==> src/rtl/core/ect_front.sv <==
// Front end: accepts vertex words, writes them to the vertex store and queues
// one job per polygon. Depends on nothing but its ports.
`timescale 1ns / 1ps
module ect_front #(
  parameter int MAX_VERTICES = 64,
  parameter int COORD_BITS   = 24,
  parameter int IW           = 6,
  parameter int CW           = 7
) (
  input  logic                         clk,
  input  logic                         rst_n,
  input  logic                         in_valid,
  input  logic signed [COORD_BITS-1:0] in_x,
  input  logic signed [COORD_BITS-1:0] in_y,
  input  logic                         in_final,
  output logic                         in_ready,
  output logic                         wr_en,
  output logic [IW-1:0]                wr_addr,
  output logic signed [COORD_BITS-1:0] wr_x,
  output logic signed [COORD_BITS-1:0] wr_y,
  output logic                         job_push,
  output logic [CW-1:0]                job_n,
  output logic                         job_ovf,
  input  logic                         job_full,
  input  logic                         done
);
  logic [CW-1:0] cnt_r;
  logic          ovf_r;
  logic          hold_r;
  logic          acc;

  assign in_ready = !hold_r && !job_full;
  assign acc      = in_valid && in_ready;
  assign wr_en    = acc && (cnt_r < CW'(MAX_VERTICES));
  assign wr_addr  = cnt_r[IW-1:0];
  assign wr_x     = in_x;
  assign wr_y     = in_y;
  assign job_n    = wr_en ? cnt_r + CW'(1) : cnt_r;
  assign job_ovf  = ovf_r || (acc && !wr_en);
  assign job_push = acc && in_final;

  always_ff @(posedge clk) begin
    if (!rst_n) begin
      cnt_r  <= '0;
      ovf_r  <= 1'b0;
      hold_r <= 1'b0;
    end else begin
      if (done) begin
        hold_r <= 1'b0;
      end
      if (acc) begin
        if (in_final) begin
          cnt_r  <= '0;
          ovf_r  <= 1'b0;
          hold_r <= 1'b1;
        end else begin
          cnt_r <= job_n;
          ovf_r <= job_ovf;
        end
      end
    end
  end
endmodule

==> config.mk <==
export PLATFORM = sky130hd
export DESIGN_NAME = ect_front
export DESIGN_NICKNAME = d
export VERILOG_FILES = /design/src/rtl/core/ect_front.sv
export SDC_FILE = /design/constraint.sdc
export NUM_CORES = 1
export LEC_CHECK = 0
export BUFFER_PORTS_ARGS = -buffer_cell sky130_fd_sc_hd__buf_2
export CAP_MARGIN = 20
export CORE_AREA = 2 2 55 57
export CTS_BUF_LIST = sky130_fd_sc_hd__clkbuf_4
export CTS_CLUSTER_DIAMETER = 120
export CTS_CLUSTER_SIZE = 8
export DETAILED_ROUTE_END_ITERATION = 10
export DIE_AREA = 0 0 57 59
export PLACE_DENSITY = 0.95
export SETUP_SLACK_MARGIN = 0.05
export SKIP_LAST_GASP = 1
export SLEW_MARGIN = 10
export SYNTH_ARGS = -nofsm -noshare
export SYNTH_HDL_FRONTEND = slang
export SYNTH_SLANG_ARGS = --single-unit
export TNS_END_PERCENT = 5
==> constraint.sdc <==
create_clock -name clk -period 4.38 [get_ports clk]
set_input_delay 1.095 -clock clk [delete_from_list [all_inputs] [get_ports clk]]
set_output_delay 1.095 -clock clk [all_outputs]
set_load 0.005 [all_outputs]
==> results.cfg <==
[run_status]
status = finished, final reports clean

[yosys]
synth-edff-count = 0
synth_top_family_by_area = buffers and inverters
syn_nets = 176
synthSimpleGateAreaFrac_pct = 19.6
synth_compound_area_share_pct = 10.6
ys_ff_latch = 9
synth_fa_ha_area_share_pct = 1.29
synthMuxAreaShare_pct = 1.16
ys_dominant_reg_cell = dfxtp_1
syn_area_um2 = 970
ys_types = 33
synthArstFlopShare_pct = 0
synth_xor_area_share_pct = 4.52
netlist_instances = 121
syn_avg_cell_area_um2 = 8.01
ys_seq_area_share_pct = 18.6
yosys_warnings = 0

[worst_setup_path]
critPathCaptureType = primary output
startpoint_type = input port
critPathCapture = job_n[1]
crit_path_top_delay_cell = or3b_1
worstPathRequired_ns = 3.28
cp_common_cell = buf_2
crit_cells = 5
critPathKind = in2out
critPathArrivalTime_ns = 2.40
crit_family = simple AND/OR/NAND/NOR gates
critPathBufInv = 2
max_stage_delay_ns = 0.52
r2r-start = cnt_r[0]$_SDFFE_PN0N_
rr_worst_depth = 5
r2r_slack_ns = 2.90
path_max_fanout = 7
cp_cell_sequence = buf_2 -> or3b_1 -> nor2_4 -> mux2_2 -> buf_2
crit_start = job_full
r2r-end = cnt_r[4]$_SDFFE_PN0N_

[placement]
place.gp.congestion = 0.868
placed_area_um2 = 697
port_buffers = 22
hpwl_mm = 1.29
pre_cts_ws_ns = 0.871

[sta]
period_minus_slack_ns = 3.49
min_period_over_period_pct = 79.8
max_freq_mhz = 286
finalHoldViolCount = 0
setup_viol = 0
rsz0062_at_grt = no
tns_ns = 0
setup_ws_ns = 0.886
clock_skew_ns = 0.00862
max_slew_margin_pct = 78.0
maxSlewViolCount = 0
worst_pin_slew_ns = 0.329

[clock_tree]
cts_num_sinks = 9
cts_setup_buffers = 0
cts_resized = 0
ctsHoldBuffers = 0
clk_pin_slew_ns = 0.07
cts_buffers = 3
htree_num_levels = 1
clockBufferDepth = 2
cts_tree = built
insertion_delay_ns = 0.27
root_buffer = clkbuf_4

[global_routing]
grt_most_used_layer = met2
grt_antenna_before_repair = 0
grtUsageTotal_pct = 10.1
grtUsageMet2_pct = 14.8
grt-ovfl-total = 0
grt_use_met1_pct = 10.8
grt_max_degree = 11
grt_pass1_wl_mm = 2.59
grt_pass1_vias = 559
grt_util_met3_pct = 6.11

[die]
die_height_um = 59
io_pins = 119
rows = 19
dieArea_um2 = 3360
floorplan.initialDensity_pct = 35.8
die_w_um = 57
coreArea_um2 = 2710

[power_and_ir_drop]
powerDensity_nw_per_um2 = 247
p_total_uw = 179
irDropWorstVdd_uv = 118
power.leakage_nw = 0.354

[finish]
final_area_um2 = 727
layout-drive-gt1-share_pct = 34.4
mostFrequentLayoutCells = 22 x buf_2, 9 x dfxtp_1, 5 x nand2_1, 5 x o21ai_0
antennaDiodeCount = 0
final_nets = 146
final_common_cell = buf_2
area_growth_pct = -25.0

[run]
max_cap_violations = 0

[drt]
routed_via_density = 5.05
drc = 0
firstDrtPassIters = 4
post_drt_wl_per_cell_um = 14.0
routed_wl_mm = 1.70
ant_nets = 0
first_iter_violations = 16
vias = 611

[worst_hold_path]
hold_path.class = reg2reg
==> metal layers <==
layer	share of wire [%]	vias up
met5	0	-
met4	4.7	0
met3	12	16
met2	43	32
met1	41	280
li1	-	283
==> worst register-to-register path, cell delays in order, from the launching register on <==
cell and delay [ns]:
dfxtp_1 0.45, ha_1 0.22, nor2b_1 0.26, a21oi_1 0.12, o21a_1 0.17, o21a_1 0.17
==> cell usage after synthesis (3+ instances only) <==
cell     number  area (um^2)
xor2_1        3         26.3
nor2b_1       4         25.0
buf_4        55          413
dfxtp_1       9          180
o21ai_0       5         25.0
nor2_1        4         15.0
nand2_1       5         18.8
==> where the power goes <==
part / internal (mW) / total [mW] / switching (mW)
combinational: 0.00875 / 0.0191 / 0.0104
clock: 0.0415 / 0.0761 / 0.0346
sequential: 0.0826 / 0.0841 / 0.00145
==> cell type report <==
cell class                      count  area [um^2]
Timing Repair Buffer               22          110
Tap cell                           31         38.8
Inverter                            2         7.51
Clock buffer                        4         30.0
Sequential cell                     9          180
Fill cell                         316         1980
Multi-Input combinational cell     53          360
==> sequential cells by signal, indices dropped and copies added, names as in the netlist <==
| signal | count |
|---|---|
| ovf_r | 1 |
| hold_r | 1 |
| cnt_r | 7 |
==> worst min path at each step <==
stage               depth (start not counted)                     to                   from  slack, ns
floorplan                                   2  cnt_r[2]$_SDFFE_PN0N_  cnt_r[2]$_SDFFE_PN0N_       0.48
global placement                            2  cnt_r[2]$_SDFFE_PN0N_  cnt_r[2]$_SDFFE_PN0N_       0.51
detailed placement                          2  cnt_r[2]$_SDFFE_PN0N_  cnt_r[2]$_SDFFE_PN0N_       0.52
CTS                                         2  cnt_r[2]$_SDFFE_PN0N_  cnt_r[2]$_SDFFE_PN0N_       0.52
global route                                2  cnt_r[2]$_SDFFE_PN0N_  cnt_r[2]$_SDFFE_PN0N_       0.57
finish                                      2  cnt_r[2]$_SDFFE_PN0N_  cnt_r[2]$_SDFFE_PN0N_       0.52
==> cell families (layout without fill, tap and decap cells) <==
logic type      count (synthesis)  after routing
compound gates                 16             16
xor+xnor                        5              5
fa+ha+maj                       1              1
buf+inv                        59             28
flops                           9              9
mux                             1              1
simple gates                   30             30
==> metrics by stage <==
| step | instances | util, % | hold WS (ns) |
|---|---|---|---|
| after floorplan | 121 | - | 0.484 |
| after global placement | 117 | 25.7 | 0.511 |
| after detailed placement | 117 | 25.7 | 0.516 |
| after CTS | 121 | 26.8 | 0.524 |
| after global routing | 121 | 26.8 | 0.573 |
| final | 121 | 26.8 | 0.524 |
(Power assumes the default switching activity.)
