### src/rtl/core/ect_fifo.sv
// Two-entry job queue between the front end and the triangulation engine.
// Depends on nothing but its ports.
`timescale 1ns / 1ps
module ect_fifo #(
  parameter int W = 8
) (
  input  logic         clk,
  input  logic         rst_n,
  input  logic         push,
  input  logic [W-1:0] din,
  input  logic         pop,
  output logic [W-1:0] dout,
  output logic         empty,
  output logic         full
);
  logic [W-1:0] mem_r [2];
  logic         wp_r;
  logic         rp_r;
  logic [1:0]   cnt_r;
  logic         do_push;
  logic         do_pop;

  assign empty   = (cnt_r == 2'd0);
  assign full    = (cnt_r == 2'd2);
  assign dout    = mem_r[rp_r];
  assign do_push = push && !full;
  assign do_pop  = pop && !empty;

  always_ff @(posedge clk) begin
    if (do_push) begin
      mem_r[wp_r] <= din;
    end
  end

  always_ff @(posedge clk) begin
    if (!rst_n) begin
      wp_r  <= 1'b0;
      rp_r  <= 1'b0;
      cnt_r <= 2'd0;
    end else begin
      if (do_push) begin
        wp_r <= !wp_r;
      end
      if (do_pop) begin
        rp_r <= !rp_r;
      end
      if (do_push && !do_pop) begin
        cnt_r <= cnt_r + 2'd1;
      end else if (do_pop && !do_push) begin
        cnt_r <= cnt_r - 2'd1;
      end
    end
  end
endmodule

### config.mk
export PLATFORM = sky130hd
export DESIGN_NAME = ect_fifo
export DESIGN_NICKNAME = d
export VERILOG_FILES = /design/src/rtl/core/ect_fifo.sv
export SDC_FILE = /design/constraint.sdc
export NUM_CORES = 1
export LEC_CHECK = 0
export ABC_AREA = 1
export BUFFER_PORTS_ARGS = -buffer_cell sky130_fd_sc_hd__buf_2
export CAP_MARGIN = 20
export CORE_MARGIN = 8
export CORE_UTILIZATION = 44
export CTS_CLUSTER_SIZE = 40
export DETAILED_ROUTE_END_ITERATION = 10
export PLACE_DENSITY_LB_ADDON = 0.3
export RECOVER_POWER = 100
export SLEW_MARGIN = 20
export SYNTH_ARGS = -nofsm -noshare
export SYNTH_HDL_FRONTEND = slang
export SYNTH_SLANG_ARGS = --single-unit
export TNS_END_PERCENT = 100
### constraint.sdc
create_clock -name clk -period 1.3 [get_ports clk]
set_clock_uncertainty 0.1 [all_clocks]
set_input_delay 0.13 -clock clk [delete_from_list [all_inputs] [get_ports clk]]
set_output_delay 0.13 -clock clk [all_outputs]
set_load 0.02 [all_outputs]
==> metrics.txt, run 1 <==
# TYPE chip_impl_metric gauge
chip_impl_info{name="mostFrequentLayoutCells",value="16 x edfxtp_1, 13 x buf_6, 9 x dlygate4sd3_1"} 1
chip_impl_metric{name="power.switching",unit="mW"} 0.8636
chip_impl_metric{name="power.combinational.fraction",unit=""} 0.483
chip_impl_metric{name="peakVddDrop",unit="uV"} 1405
chip_impl_metric{name="area_of_the_placeable_core",unit="sq mm"} 0.001745
chip_impl_metric{name="drv_cap",unit=""} 0
chip_impl_metric{name="final-setup-viol-count",unit=""} 27
chip_impl_info{name="path_delay_family",value="flip-flops"} 1
chip_impl_metric{name="hold_worst_slack",unit="ps"} 95.58
chip_impl_metric{name="intPower",unit="mW"} 1.592
chip_impl_metric{name="io_buffer_count",unit=""} 21
chip_impl_metric{name="detailroute.via_count",unit=""} 608
chip_impl_metric{name="detail_route.first_pass.iterations",unit=""} 4
chip_impl_metric{name="initial_core_util",unit=""} 0.4760
chip_impl_metric{name="globalRoute.totalOverflow",unit=""} 0
chip_impl_metric{name="clkTransAtPathRegs",unit="ps"} 120
chip_impl_info{name="worst_hold_path_type",value="primary input to flip-flop"} 1
chip_impl_info{name="final_common_cell",value="edfxtp_1"} 1
chip_impl_info{name="timing.critical_path.to_type",value="output port"} 1
chip_impl_info{name="critical_path.slowest_cell",value="dfxtp_2"} 1
chip_impl_info{name="critical_path.startpoint_type",value="flip-flop"} 1
chip_impl_metric{name="synth_sequential_area_ratio",unit=""} 0.6988
chip_impl_metric{name="die_height",unit="microns"} 59.46
chip_impl_metric{name="die_area",unit="sq mm"} 0.003535
chip_impl_metric{name="worst-path-max-fanout",unit=""} 8
chip_impl_metric{name="detailedRoute.firstIterationViolations",unit=""} 13
chip_impl_metric{name="io-pin-count",unit=""} 22
chip_impl_metric{name="first_global_vias",unit=""} 644
chip_impl_metric{name="maximum_number_of_pins_on_one_net_before_global_route_repair",unit=""} 13
chip_impl_metric{name="power.share.clock",unit=""} 0.129
chip_impl_metric{name="path_buf_inv",unit=""} 2
chip_impl_info{name="cp_cell_sequence",value="buf_12, mux2_4, buf_6"} 1
chip_impl_metric{name="antenna_found_initial",unit=""} 0
chip_impl_metric{name="count_of_clock_tree_sinks",unit=""} 21
chip_impl_info{name="min-delay-start",value="push"} 1
chip_impl_info{name="violations",value="setup timing"} 1
chip_impl_metric{name="wp_data_arrival",unit="ps"} 1240
chip_impl_metric{name="final.period_utilization",unit=""} 1.130
chip_impl_info{name="critical_path.reg2reg.startpoint",value="cnt_r[1]"} 1
chip_impl_metric{name="net_switching_fraction_of_the_power",unit=""} 0.3517
chip_impl_metric{name="post-route-min-period",unit="ps"} 1468
chip_impl_metric{name="synth.avg_cell_area",unit="sq um"} 13.19
chip_impl_metric{name="synth_cell_area",unit="sq um"} 830.8
chip_impl_metric{name="timing.critical_path.slowest_cell_delay",unit="ps"} 360
chip_impl_metric{name="diodes",unit=""} 0
chip_impl_metric{name="clock_tree.buffer_depth",unit=""} 2
chip_impl_metric{name="drt-vias-per-instance",unit=""} 4.677
chip_impl_info{name="criticalPathCategory",value="flip-flop to output port"} 1
chip_impl_metric{name="total_power_after_layout",unit="mW"} 2.455
chip_impl_metric{name="power.leakage",unit="nW"} 0.5360
chip_impl_metric{name="hpwl",unit="microns"} 1180
chip_impl_metric{name="layout-drive-gt1-share",unit=""} 0.5143
chip_impl_metric{name="worst_margin_slew",unit="ps"} 306.2
chip_impl_metric{name="finalWorstSetupSlack",unit="ps"} -168.4
chip_impl_metric{name="synth.lib_cells_used.distinct",unit=""} 16
chip_impl_metric{name="grt_first_pass_wirelength",unit="microns"} 2829
chip_impl_metric{name="report.final.slew_viol_count",unit=""} 0
chip_impl_metric{name="layout_overhead_on_the_synthesized_area",unit="%"} 58.43
chip_impl_metric{name="die_x",unit="microns"} 59.46
chip_impl_metric{name="fmax",unit="MHz"} 681.0
chip_impl_metric{name="detail-route-antenna-nets",unit=""} 0
chip_impl_metric{name="postSynthNetCount",unit=""} 76
chip_impl_metric{name="detail_route.drc_violations",unit=""} 0
chip_impl_metric{name="placement_rows",unit=""} 15
chip_impl_metric{name="wire_length_per_cell",unit="microns"} 14.07
chip_impl_metric{name="ys_warns",unit=""} 0
chip_impl_metric{name="h-tree-depth",unit=""} 1
chip_impl_metric{name="crit_required",unit="ps"} 1070
chip_impl_metric{name="synth.ff_latch_count",unit=""} 21
chip_impl_metric{name="grt_use_total",unit=""} 0.1091
chip_impl_info{name="outcome",value="complete, but fails checks"} 1
chip_impl_info{name="tritoncts",value="built"} 1
chip_impl_metric{name="cts_made_buffers",unit=""} 3
chip_impl_metric{name="filler_cell_count",unit=""} 118
chip_impl_metric{name="timing_hold_violations_final",unit=""} 0
chip_impl_metric{name="cellPowerDensity",unit="mW/mm^2"} 1865
chip_impl_metric{name="clk_latency",unit="ps"} 310
chip_impl_metric{name="postSynthCellCount",unit=""} 63
chip_impl_metric{name="worst_slew_margin_rel",unit=""} 0.7951
chip_impl_metric{name="power_frac_seq",unit=""} 0.388
chip_impl_metric{name="nNetsFinal",unit=""} 119
chip_impl_info{name="rsz0062_at_grt",value="yes"} 1
chip_impl_info{name="root_buffer_cell",value="clkbuf_4"} 1
chip_impl_metric{name="route.final.wire_length",unit="microns"} 1829
chip_impl_metric{name="place_congestion",unit=""} 0.6636
==> sequential cells by signal (all words and copies together), names as in the netlist, named ones only <==
signal and flops:
rp_r 1, mem_r 16, cnt_r 2, wp_r 1
==> metrics by stage <==
| step | setup WS, ps | setup TNS [ps] | cell area [sq um] | utilization | cells |
|---|---|---|---|---|---|
| floorplan | -17.54 | -295.5 | 860.8 | - | 63 |
| global placement | -7.125 | -74.69 | 1065 | 0.6100 | 116 |
| detailed placement | -39.80 | -191.4 | 1065 | 0.6100 | 116 |
| CTS | -170.5 | -1335 | 1299 | 0.7441 | 129 |
| global route | -202.8 | -3969 | 1316 | 0.7541 | 130 |
| finish | -168.4 | -2798 | 1316 | 0.7541 | 130 |
==> power groups by stage <==
stage / combinational [mW] / sequential [mW] / clock [mW]
floorplan: 0.551 / 0.952 / 0
finish: 1.19 / 0.953 / 0.317
global route: 1.28 / 0.964 / 0.349
global placement: 0.846 / 0.951 / 0
detailed placement: 0.862 / 0.962 / 0
CTS: 1.12 / 0.964 / 0.310
==> kinds of logic after synthesis <==
family | share of synthesized area
adder cells (fa/ha/maj) | 0.01506
multiplexers | 0.1084
AND/OR/NAND/NOR | 0.1024
AO/OA/AOI/OAI | 0.02861
buffers and inverters | 0.04668
flip-flops | 0.6988
==> Yosys cell counts (all sizes together) <==
cell type,instances,area share
nand2,6,0.027
o21ai,3,0.023
mux2,8,0.11
inv,9,0.041
ha,1,0.015
nand4,1,0.0075
nand3,1,0.0060
a21oi,1,0.0060
dfxtp,5,0.12
buf,1,0.0060
edfxtp,16,0.58
nor2,11,0.062
==> worst register-to-register path: cells and delay by family (launching register included) <==
family                     cells  cell delay (ps)
and+or+nand+nor                5              520
DFF                            1              370
adders and majority gates      1              200
buffers and inverters          2              140
==> path summary, 6_finish.rpt <==
kind	endpoint	slack (ps)	depth (start not counted)
worst max-delay path	dout[4]	-170	3
worst min-delay path	wp_r	100	5
worst max register to register	cnt_r[1]	-120	8
worst min register to register	rp_r	420	2
==> routing by layer <==
| layer | GRT usage | vias to the layer above | share of wire |
|---|---|---|---|
| li1 | - | 299 | - |
| met1 | 0.1057 | 289 | 0.36 |
| met2 | 0.2003 | 18 | 0.56 |
| met3 | 0.02820 | 2 | 0.066 |
| met4 | 0.06485 | 0 | 0.013 |
| met5 | 0 | - | 0 |
==> area by class of cell <==
type                            instances  area [sq um]  share of cell area
Sequential cell                        21         589.3              0.4477
Timing Repair Buffer                   39         336.6              0.2557
Inverter                                9         38.79             0.02947
Clock inverter                          1         5.005            0.003802
Clock buffer                            3         22.52             0.01711
Multi-Input combinational cell         32         292.8              0.2224
Tap cell                               25         31.28             0.02376
==> timing repair <==
action,in CTS,in global routing
resized for setup,36,9
hold buffers,9,0
buffers inserted,0,1
pin swaps,8,5
setup endpoints to repair,23,23
endpoints found under the hold margin,17,0
Power figures use the tool's default switching activity.
==> run 2, diff against run 1 <==
--- a/config.mk
+++ b/config.mk
@@ -8,6 +8,7 @@
 export ABC_AREA = 1
 export BUFFER_PORTS_ARGS = -buffer_cell sky130_fd_sc_hd__buf_2
 export CAP_MARGIN = 20
+export CORE_ASPECT_RATIO = 1.4
 export CORE_MARGIN = 8
 export CORE_UTILIZATION = 44
 export CTS_CLUSTER_SIZE = 40
==> run 2 against run 1 <==
  * The flow still finishes with violations (setup timing)
  * Design area shrank 1.2%
  * Clock power down 5%
  * Total power is 0.12% lower
  * Via count is 1.5% higher
  * First-iteration DRC count grew 23%
  * Core utilization down 2.3 points
  * Maximum frequency rose by 0.17%
  * Highest routed layer unchanged
==> metrics.txt, run 2 (synthesis gave the netlist of run 1 again) <==
# TYPE chip_impl_metric gauge
chip_impl_metric{name="count_of_clock_tree_sinks",unit=""} 21
chip_impl_metric{name="placement_rows",unit=""} 18
chip_impl_info{name="final_common_cell",value="edfxtp_1"} 1
chip_impl_info{name="grt-busiest-layer",value="met2"} 1
chip_impl_metric{name="maximum_number_of_pins_on_one_net_before_global_route_repair",unit=""} 12
chip_impl_metric{name="die_x",unit="microns"} 52.73
chip_impl_info{name="outcome",value="complete, but fails checks"} 1
chip_impl_metric{name="die_height",unit="microns"} 67.42
chip_impl_metric{name="cts_made_buffers",unit=""} 3
chip_impl_metric{name="crit_required",unit="ps"} 1070
chip_impl_metric{name="peakVddDrop",unit="uV"} 1334
chip_impl_metric{name="report.final.slew_viol_count",unit=""} 0
chip_impl_metric{name="power_frac_seq",unit=""} 0.384
chip_impl_metric{name="multi_input_comb_area",unit="sq um"} 279.0
chip_impl_metric{name="layout-drive-gt1-share",unit=""} 0.4906
chip_impl_metric{name="wp_data_arrival",unit="ps"} 1240
chip_impl_metric{name="detail-route-antenna-nets",unit=""} 0
chip_impl_metric{name="detailroute.via_count",unit=""} 617
chip_impl_metric{name="io-pin-count",unit=""} 22
chip_impl_metric{name="place_congestion",unit=""} 0.6060
chip_impl_metric{name="hpwl",unit="microns"} 1267
chip_impl_metric{name="grt_first_pass_wirelength",unit="microns"} 3001
chip_impl_metric{name="groute.layer.met3.usage",unit=""} 0.03077
chip_impl_info{name="critical_path.startpoint_type",value="flip-flop"} 1
chip_impl_metric{name="worst_margin_slew",unit="ps"} 184.1
chip_impl_metric{name="die_area",unit="sq mm"} 0.003554
chip_impl_metric{name="power.combinational.fraction",unit=""} 0.493
chip_impl_metric{name="detail_route.drc_violations",unit=""} 0
chip_impl_metric{name="grt_use_total",unit=""} 0.1147
chip_impl_metric{name="io_buffer_count",unit=""} 21
chip_impl_metric{name="clk_latency",unit="ps"} 300
chip_impl_metric{name="finalWorstSetupSlack",unit="ps"} -165.9
chip_impl_metric{name="antenna_found_initial",unit=""} 0
chip_impl_metric{name="worstHoldPathCells",unit=""} 6
chip_impl_metric{name="diodes",unit=""} 0
chip_impl_metric{name="power.share.clock",unit=""} 0.123
chip_impl_metric{name="regArea",unit="sq um"} 585.6
chip_impl_metric{name="detail_route.first_pass.iterations",unit=""} 3
chip_impl_metric{name="clkTransAtPathRegs",unit="ps"} 110
chip_impl_metric{name="globalRoute.totalOverflow",unit=""} 0
chip_impl_metric{name="first_global_vias",unit=""} 705
chip_impl_metric{name="power.switching",unit="mW"} 0.8402
chip_impl_metric{name="power.leakage",unit="nW"} 0.5336
chip_impl_metric{name="intPower",unit="mW"} 1.612
chip_impl_metric{name="h-tree-depth",unit=""} 1
chip_impl_metric{name="timing_hold_violations_final",unit=""} 0
chip_impl_metric{name="cellPowerDensity",unit="mW/mm^2"} 1886
chip_impl_metric{name="layout_overhead_on_the_synthesized_area",unit="%"} 56.48
chip_impl_info{name="max_flop_register",value="mem_r"} 1
chip_impl_metric{name="final-setup-viol-count",unit=""} 19
chip_impl_metric{name="area_of_the_placeable_core",unit="sq mm"} 0.001779
chip_impl_metric{name="drv_cap",unit=""} 0
chip_impl_info{name="worst_hold_path_type",value="primary input to flip-flop"} 1
chip_impl_info{name="root_buffer_cell",value="clkbuf_4"} 1
chip_impl_metric{name="detailedRoute.firstIterationViolations",unit=""} 16
chip_impl_info{name="tritoncts",value="built"} 1
chip_impl_metric{name="wire_length_per_cell",unit="microns"} 14.66
chip_impl_metric{name="final.setup.tns",unit="ps"} -1524
chip_impl_metric{name="reg2reg_depth",unit=""} 8
chip_impl_metric{name="largest_reg_flops",unit=""} 16
chip_impl_metric{name="fmax",unit="MHz"} 682.2
chip_impl_metric{name="grtUsageMet2",unit=""} 0.2262
chip_impl_info{name="rsz0062_at_grt",value="yes"} 1
chip_impl_metric{name="route.final.wire_length",unit="microns"} 1847
chip_impl_metric{name="drt-vias-per-instance",unit=""} 4.897
chip_impl_metric{name="hold_worst_slack",unit="ps"} 198.7
chip_impl_metric{name="clock_tree.buffer_depth",unit=""} 2
chip_impl_metric{name="met1_usage_in_global_routing",unit=""} 0.09511
chip_impl_info{name="criticalPathCategory",value="flip-flop to output port"} 1
chip_impl_info{name="layout_top_registers",value="mem_r: 16 flops, cnt_r: 2 flops"} 1
chip_impl_metric{name="final.period_utilization",unit=""} 1.128
chip_impl_info{name="violations",value="setup timing"} 1
chip_impl_metric{name="net_switching_fraction_of_the_power",unit=""} 0.3426
chip_impl_info{name="timing.critical_path.to_type",value="output port"} 1
chip_impl_metric{name="initial_core_util",unit=""} 0.4669
chip_impl_metric{name="worst_slew_margin_rel",unit=""} 0.8771
chip_impl_metric{name="filler_cell_count",unit=""} 117
chip_impl_info{name="mostFrequentLayoutCells",value="16 x edfxtp_1, 13 x buf_6, 9 x dlygate4sd3_1"} 1
chip_impl_metric{name="worst-path-max-fanout",unit=""} 8
chip_impl_metric{name="nNetsFinal",unit=""} 120
chip_impl_metric{name="post-route-min-period",unit="ps"} 1466
[run 2: cell types whose count changed in the layout (fill, tap and decap cells not counted), sizes merged]
cell,before,now
clkbuf,10,11
clkinv,1,0
buf,23,24
[run 2: critical path, stage by stage, from the launching register on]
cell and delay [ps]:
dfxtp_2 360, buf_12 130, mux2_4 310, buf_6 130
[run 2: per-stage QoR]
step,std cells,utilization,setup WS (ps),power [mW],cell area [sq um]
2_1_floorplan,63,-,-17.54,1.503,860.8
3_3_place_gp,108,0.5823,6.571,1.754,1036
3_5_place_dp,108,0.5823,-43.50,1.792,1036
4_1_cts,125,0.7286,-170.4,2.432,1296
5_1_grt,126,0.7307,-201.1,2.580,1300
6_report,126,0.7307,-165.9,2.452,1300
[run 2: area by class of cell]
class                   count  share of cell area
clock buffers               4             0.02021
flip-flops and latches     21              0.4504
multi-input cells          32              0.2146
repair buffers             40              0.2656
well taps                  20             0.01925
inverters                   9             0.02984
[run 2: worst paths after layout]
kind / to / startpoint / slack [ps]
setup / recovery: dout[7] / flip-flop / -170
setup reg to reg: cnt_r[1] / cnt_r[1] / -100
hold / removal: wp_r / push / 200
hold reg to reg: rp_r / rp_r / 420
[run 2: routing by layer]
| layer | wire length, microns | share of wire |
|---|---|---|
| met2 | 1085 | 0.59 |
| met3 | 103 | 0.056 |
| met1 | 610 | 0.33 |
| met5 | 0 | 0 |
| met4 | 47 | 0.025 |
[run 2: repair_timing]
item	in CTS	in global routing
hold endpoints to repair	18	0
setup endpoints to repair	19	19
hold buffers	9	0
gates cloned	0	0
resized for setup	35	6
setup buffers	4	1
pin swaps	9	5
[run 2: power groups by stage]
stage,registers (mW),clock network (mW),logic (mW)
floorplan,0.952,0,0.551
CTS,0.964,0.310,1.16
global placement,0.964,0,0.790
finish,0.942,0.302,1.21
global route,0.955,0.335,1.29
detailed placement,0.977,0,0.816
==> run 3, diff against run 2 <==
--- a/config.mk
+++ b/config.mk
@@ -5,12 +5,12 @@
 export SDC_FILE = /design/constraint.sdc
 export NUM_CORES = 1
 export LEC_CHECK = 0
-export ABC_AREA = 1
 export BUFFER_PORTS_ARGS = -buffer_cell sky130_fd_sc_hd__buf_2
 export CAP_MARGIN = 20
 export CORE_ASPECT_RATIO = 1.4
-export CORE_MARGIN = 8
+export CORE_MARGIN = 2
 export CORE_UTILIZATION = 44
+export CTS_CLUSTER_DIAMETER = 60
 export CTS_CLUSTER_SIZE = 40
 export DETAILED_ROUTE_END_ITERATION = 10
 export PLACE_DENSITY_LB_ADDON = 0.3
==> run 3 against run 2 <==
  * The flow still finishes with violations (setup timing)
  * Design area increased by 1.6%
  * Clock power up 1%
  * Critical endpoint is now cnt_r[1]
  * Critical path depth grew 4
  * Count of clock-buffer cells in the layout did not move
  * Combinational power rose by 9.9%
==> metrics.txt, run 3 <==
# TYPE chip_impl_metric gauge
chip_impl_metric{name="cellPowerDensity",unit="mW/mm^2"} 1947
chip_impl_metric{name="setup.reg_to_reg.worst_slack",unit="ps"} -210
chip_impl_metric{name="regArea",unit="sq um"} 584.3
chip_impl_metric{name="fmax",unit="MHz"} 663.5
chip_impl_metric{name="maximum_number_of_pins_on_one_net_before_global_route_repair",unit=""} 12
chip_impl_metric{name="count_of_clock_tree_sinks",unit=""} 21
chip_impl_info{name="whs_endpoint",value="wp_r"} 1
chip_impl_info{name="post-synth-top-count-cell",value="edfxtp_1"} 1
chip_impl_metric{name="first_global_vias",unit=""} 620
chip_impl_info{name="root_buffer_cell",value="clkbuf_4"} 1
chip_impl_info{name="outcome",value="complete, but fails checks"} 1
chip_impl_metric{name="drv_cap",unit=""} 0
chip_impl_metric{name="drt-vias-per-instance",unit=""} 5.009
chip_impl_metric{name="initial_core_util",unit=""} 0.4632
chip_impl_metric{name="largest_reg_flops",unit=""} 16
chip_impl_info{name="critical_path.reg2reg.startpoint",value="cnt_r[0]"} 1
chip_impl_metric{name="place_congestion",unit=""} 0.6633
chip_impl_info{name="tritoncts",value="built"} 1
chip_impl_metric{name="wire_length_per_cell",unit="microns"} 15.09
chip_impl_metric{name="synth_sequential_area_ratio",unit=""} 0.7227
chip_impl_metric{name="yosys.area_share.xor_xnor",unit=""} 0.03271
chip_impl_info{name="rsz0062_at_grt",value="yes"} 1
chip_impl_info{name="cp_cell_sequence",value="nand2b_4, inv_4, nor2_4, ha_4, xor2_2, or3_4, a21oi_2"} 1
chip_impl_info{name="postSynth.topFlopCell",value="edfxtp_1"} 1
chip_impl_metric{name="report.final.slew_viol_count",unit=""} 0
chip_impl_metric{name="layout.cell_area.non_filler",unit="sq mm"} 0.001321
chip_impl_info{name="mostFrequentLayoutCells",value="16 x edfxtp_1, 12 x buf_6, 9 x dlygate4sd3_1, 9 x buf_4, 8 x mux2_4"} 1
chip_impl_metric{name="placement_rows",unit=""} 18
chip_impl_metric{name="post-route-min-period",unit="ps"} 1507
chip_impl_metric{name="globalRoute.totalOverflow",unit=""} 0
chip_impl_metric{name="grt_first_pass_wirelength",unit="microns"} 2546
chip_impl_metric{name="detailedRoute.firstIterationViolations",unit=""} 13
chip_impl_info{name="path_delay_family",value="simple AND/OR/NAND/NOR gates"} 1
chip_impl_info{name="synth_top_cells_by_count",value="16 x edfxtp_1, 8 x mux2_2, 5 x dfxtp_1, 5 x nor2_1"} 1
chip_impl_metric{name="postSynthCellCount",unit=""} 51
chip_impl_metric{name="cts_made_buffers",unit=""} 3
chip_impl_metric{name="synth.ff_latch_count",unit=""} 21
chip_impl_info{name="min-delay-start",value="push"} 1
chip_impl_metric{name="filler_cell_count",unit=""} 123
chip_impl_metric{name="synth.avg_cell_area",unit="sq um"} 15.75
chip_impl_info{name="synth_top_area_cell",value="edfxtp_1"} 1
chip_impl_metric{name="ys_warns",unit=""} 0
chip_impl_metric{name="peakVddDrop",unit="uV"} 1359
chip_impl_info{name="critical_path.slowest_cell",value="dfxtp_2"} 1
chip_impl_metric{name="synth_cell_area",unit="sq um"} 803.3
chip_impl_metric{name="die_height",unit="microns"} 54.56
chip_impl_info{name="critical_path.startpoint_type",value="flip-flop"} 1
chip_impl_info{name="synth.area.top_cells",value="edfxtp_1 60%, dfxtp_1 12%, mux2_2 11%"} 1
chip_impl_metric{name="io-pin-count",unit=""} 22
chip_impl_metric{name="postSynthNetCount",unit=""} 64
chip_impl_info{name="criticalPathCategory",value="flip-flop to flip-flop"} 1
chip_impl_metric{name="final.period_utilization",unit=""} 1.159
chip_impl_metric{name="detailroute.via_count",unit=""} 586
chip_impl_metric{name="worstHoldPathCells",unit=""} 3
chip_impl_metric{name="path_buf_inv",unit=""} 1
chip_impl_metric{name="antenna_found_initial",unit=""} 0
chip_impl_metric{name="h-tree-depth",unit=""} 1
chip_impl_metric{name="area_of_the_placeable_core",unit="sq mm"} 0.001734
chip_impl_metric{name="io_buffer_count",unit=""} 21
chip_impl_metric{name="wp_data_arrival",unit="ps"} 1640
chip_impl_metric{name="detail_route.drc_violations",unit=""} 0
chip_impl_metric{name="layout-drive-gt1-share",unit=""} 0.5361
chip_impl_metric{name="ys_async_sr_fraction",unit=""} 0
chip_impl_metric{name="reg2reg_depth",unit=""} 7
chip_impl_metric{name="clk_latency",unit="ps"} 300
chip_impl_metric{name="timing.critical_path.slowest_cell_delay",unit="ps"} 350
chip_impl_metric{name="place_area",unit="sq mm"} 0.001050
chip_impl_info{name="max_flop_register",value="mem_r"} 1
chip_impl_metric{name="synth_top_area_frac",unit=""} 0.5981
chip_impl_metric{name="crit_required",unit="ps"} 1430
chip_impl_info{name="worst_hold_path_type",value="primary input to flip-flop"} 1
chip_impl_info{name="layout_top_registers",value="mem_r: 16 flops, cnt_r: 2 flops"} 1
chip_impl_metric{name="worst-path-max-fanout",unit=""} 3
chip_impl_metric{name="grt_use_total",unit=""} 0.1847
chip_impl_metric{name="hold_worst_slack",unit="ps"} 99.16
chip_impl_metric{name="synth_compound_area_frac",unit=""} 0.03738
chip_impl_metric{name="layout_overhead_on_the_synthesized_area",unit="%"} 64.49
chip_impl_metric{name="multi_input_comb_area",unit="sq um"} 290.3
chip_impl_metric{name="synth_edf_count",unit=""} 16
chip_impl_metric{name="route.final.wire_length",unit="microns"} 1766
chip_impl_info{name="timing.critical_path.to_type",value="flip-flop"} 1
chip_impl_metric{name="finalWorstSetupSlack",unit="ps"} -207.1
chip_impl_metric{name="worst_slew_margin_rel",unit=""} 0.8261
chip_impl_info{name="violations",value="setup timing"} 1
chip_impl_metric{name="worst_margin_slew",unit="ps"} 258.1
chip_impl_metric{name="diodes",unit=""} 0
chip_impl_info{name="critical_path.reg2reg.endpoint",value="cnt_r[1]"} 1
chip_impl_metric{name="synthSimpleGateAreaFrac",unit=""} 0.05919
chip_impl_metric{name="synth_fa_ha_area_frac",unit=""} 0.01558
chip_impl_metric{name="synth.lib_cells_used.distinct",unit=""} 16
chip_impl_metric{name="clkTransAtPathRegs",unit="ps"} 120
chip_impl_metric{name="die_area",unit="sq mm"} 0.002188
chip_impl_metric{name="timing_hold_violations_final",unit=""} 0
chip_impl_metric{name="final-setup-viol-count",unit=""} 28
chip_impl_metric{name="detail_route.first_pass.iterations",unit=""} 4
chip_impl_metric{name="clock_tree.buffer_depth",unit=""} 2
chip_impl_info{name="final_common_cell",value="edfxtp_1"} 1
chip_impl_metric{name="die_x",unit="microns"} 40.11
chip_impl_metric{name="nNetsFinal",unit=""} 111
chip_impl_info{name="synth_top_family_by_area",value="multiplexers"} 1
chip_impl_metric{name="hpwl",unit="microns"} 1005
chip_impl_metric{name="power.leakage",unit="nW"} 0.5413
chip_impl_metric{name="detail-route-antenna-nets",unit=""} 0
chip_impl_metric{name="synthMuxAreaShare",unit=""} 0.1121
==> run 3: changes by cell type after synthesis, moves of 2 or more <==
cell     change
inv_2        -3
inv_1        -3
o21ai_0      +2
nand2_1      -6
nor2_1       -4
o21ai_1      -2
xor2_1       +3
==> run 3: routing by layer <==
metal / share of wire / track usage
met4: 0.022 / 0.1207
met3: 0.034 / 0.02439
met2: 0.58 / 0.3414
met5: 0 / 0
met1: 0.36 / 0.1798
==> run 3: final cells by class <==
| cell class | instances | area share |
|---|---|---|
| flip-flops and latches | 21 | 0.4422 |
| repair buffers | 43 | 0.2888 |
| multi-input cells | 26 | 0.2197 |
| clock buffers | 4 | 0.01989 |
| well taps | 20 | 0.01894 |
| inverters | 3 | 0.01042 |
==> run 3: cells by family (layout without fill, tap and decap cells) <==
| logic type | after synthesis | in the layout |
|---|---|---|
| flops | 21 | 21 |
| simple gates | 9 | 9 |
| fa+ha+maj | 1 | 1 |
| xor+xnor | 3 | 3 |
| buf+inv | 4 | 50 |
| compound gates | 5 | 5 |
| mux | 8 | 8 |
==> run 3: power breakdown <==
part	leakage [nW]	internal (mW)	switching (mW)
registers	0.192	0.866	0.0767
clock network	0.0150	0.120	0.186
logic	0.335	0.757	0.568
total	0.541	1.74	0.831
==> run 3: worst min-delay path, cell delays in order <==
cell and delay, ps:
buf_2 90, a21boi_0 70, o21a_1 180
==> run 3: worst max path at each step <==
stage                         from        to  slack, ps  depth (start not counted)
after CTS                 cnt_r[0]  cnt_r[1]       -230                          7
after detailed placement  cnt_r[0]  cnt_r[1]       -250                          7
after global routing      cnt_r[0]  cnt_r[1]       -250                          7
final                     cnt_r[0]  cnt_r[1]       -210                          7
after global placement    cnt_r[0]  cnt_r[1]       -180                          7
after floorplan           cnt_r[0]  cnt_r[1]       -230                          7
==> run 3: repair_timing <==
item,CTS,global route
setup endpoints to repair,27,31
pin swaps,5,4
endpoints found under the hold margin,17,0
gates resized for setup,37,6
gates cloned,1,0
hold buffers,9,0
setup buffers,2,0
==> run 3: stage by stage <==
stage / TNS [ps] / utilization / cells / total power [mW] / worst slack (ps)
global placement: -470.2 / 0.6053 / 102 / 1.819 / -183.6
floorplan: -1077 / - / 51 / 1.445 / -228.8
CTS: -3171 / 0.7590 / 118 / 2.509 / -231.2
global route: -3655 / 0.7619 / 117 / 2.701 / -253.2
finish: -2543 / 0.7619 / 117 / 2.573 / -207.1
detailed placement: -726.0 / 0.6053 / 102 / 1.851 / -250.0
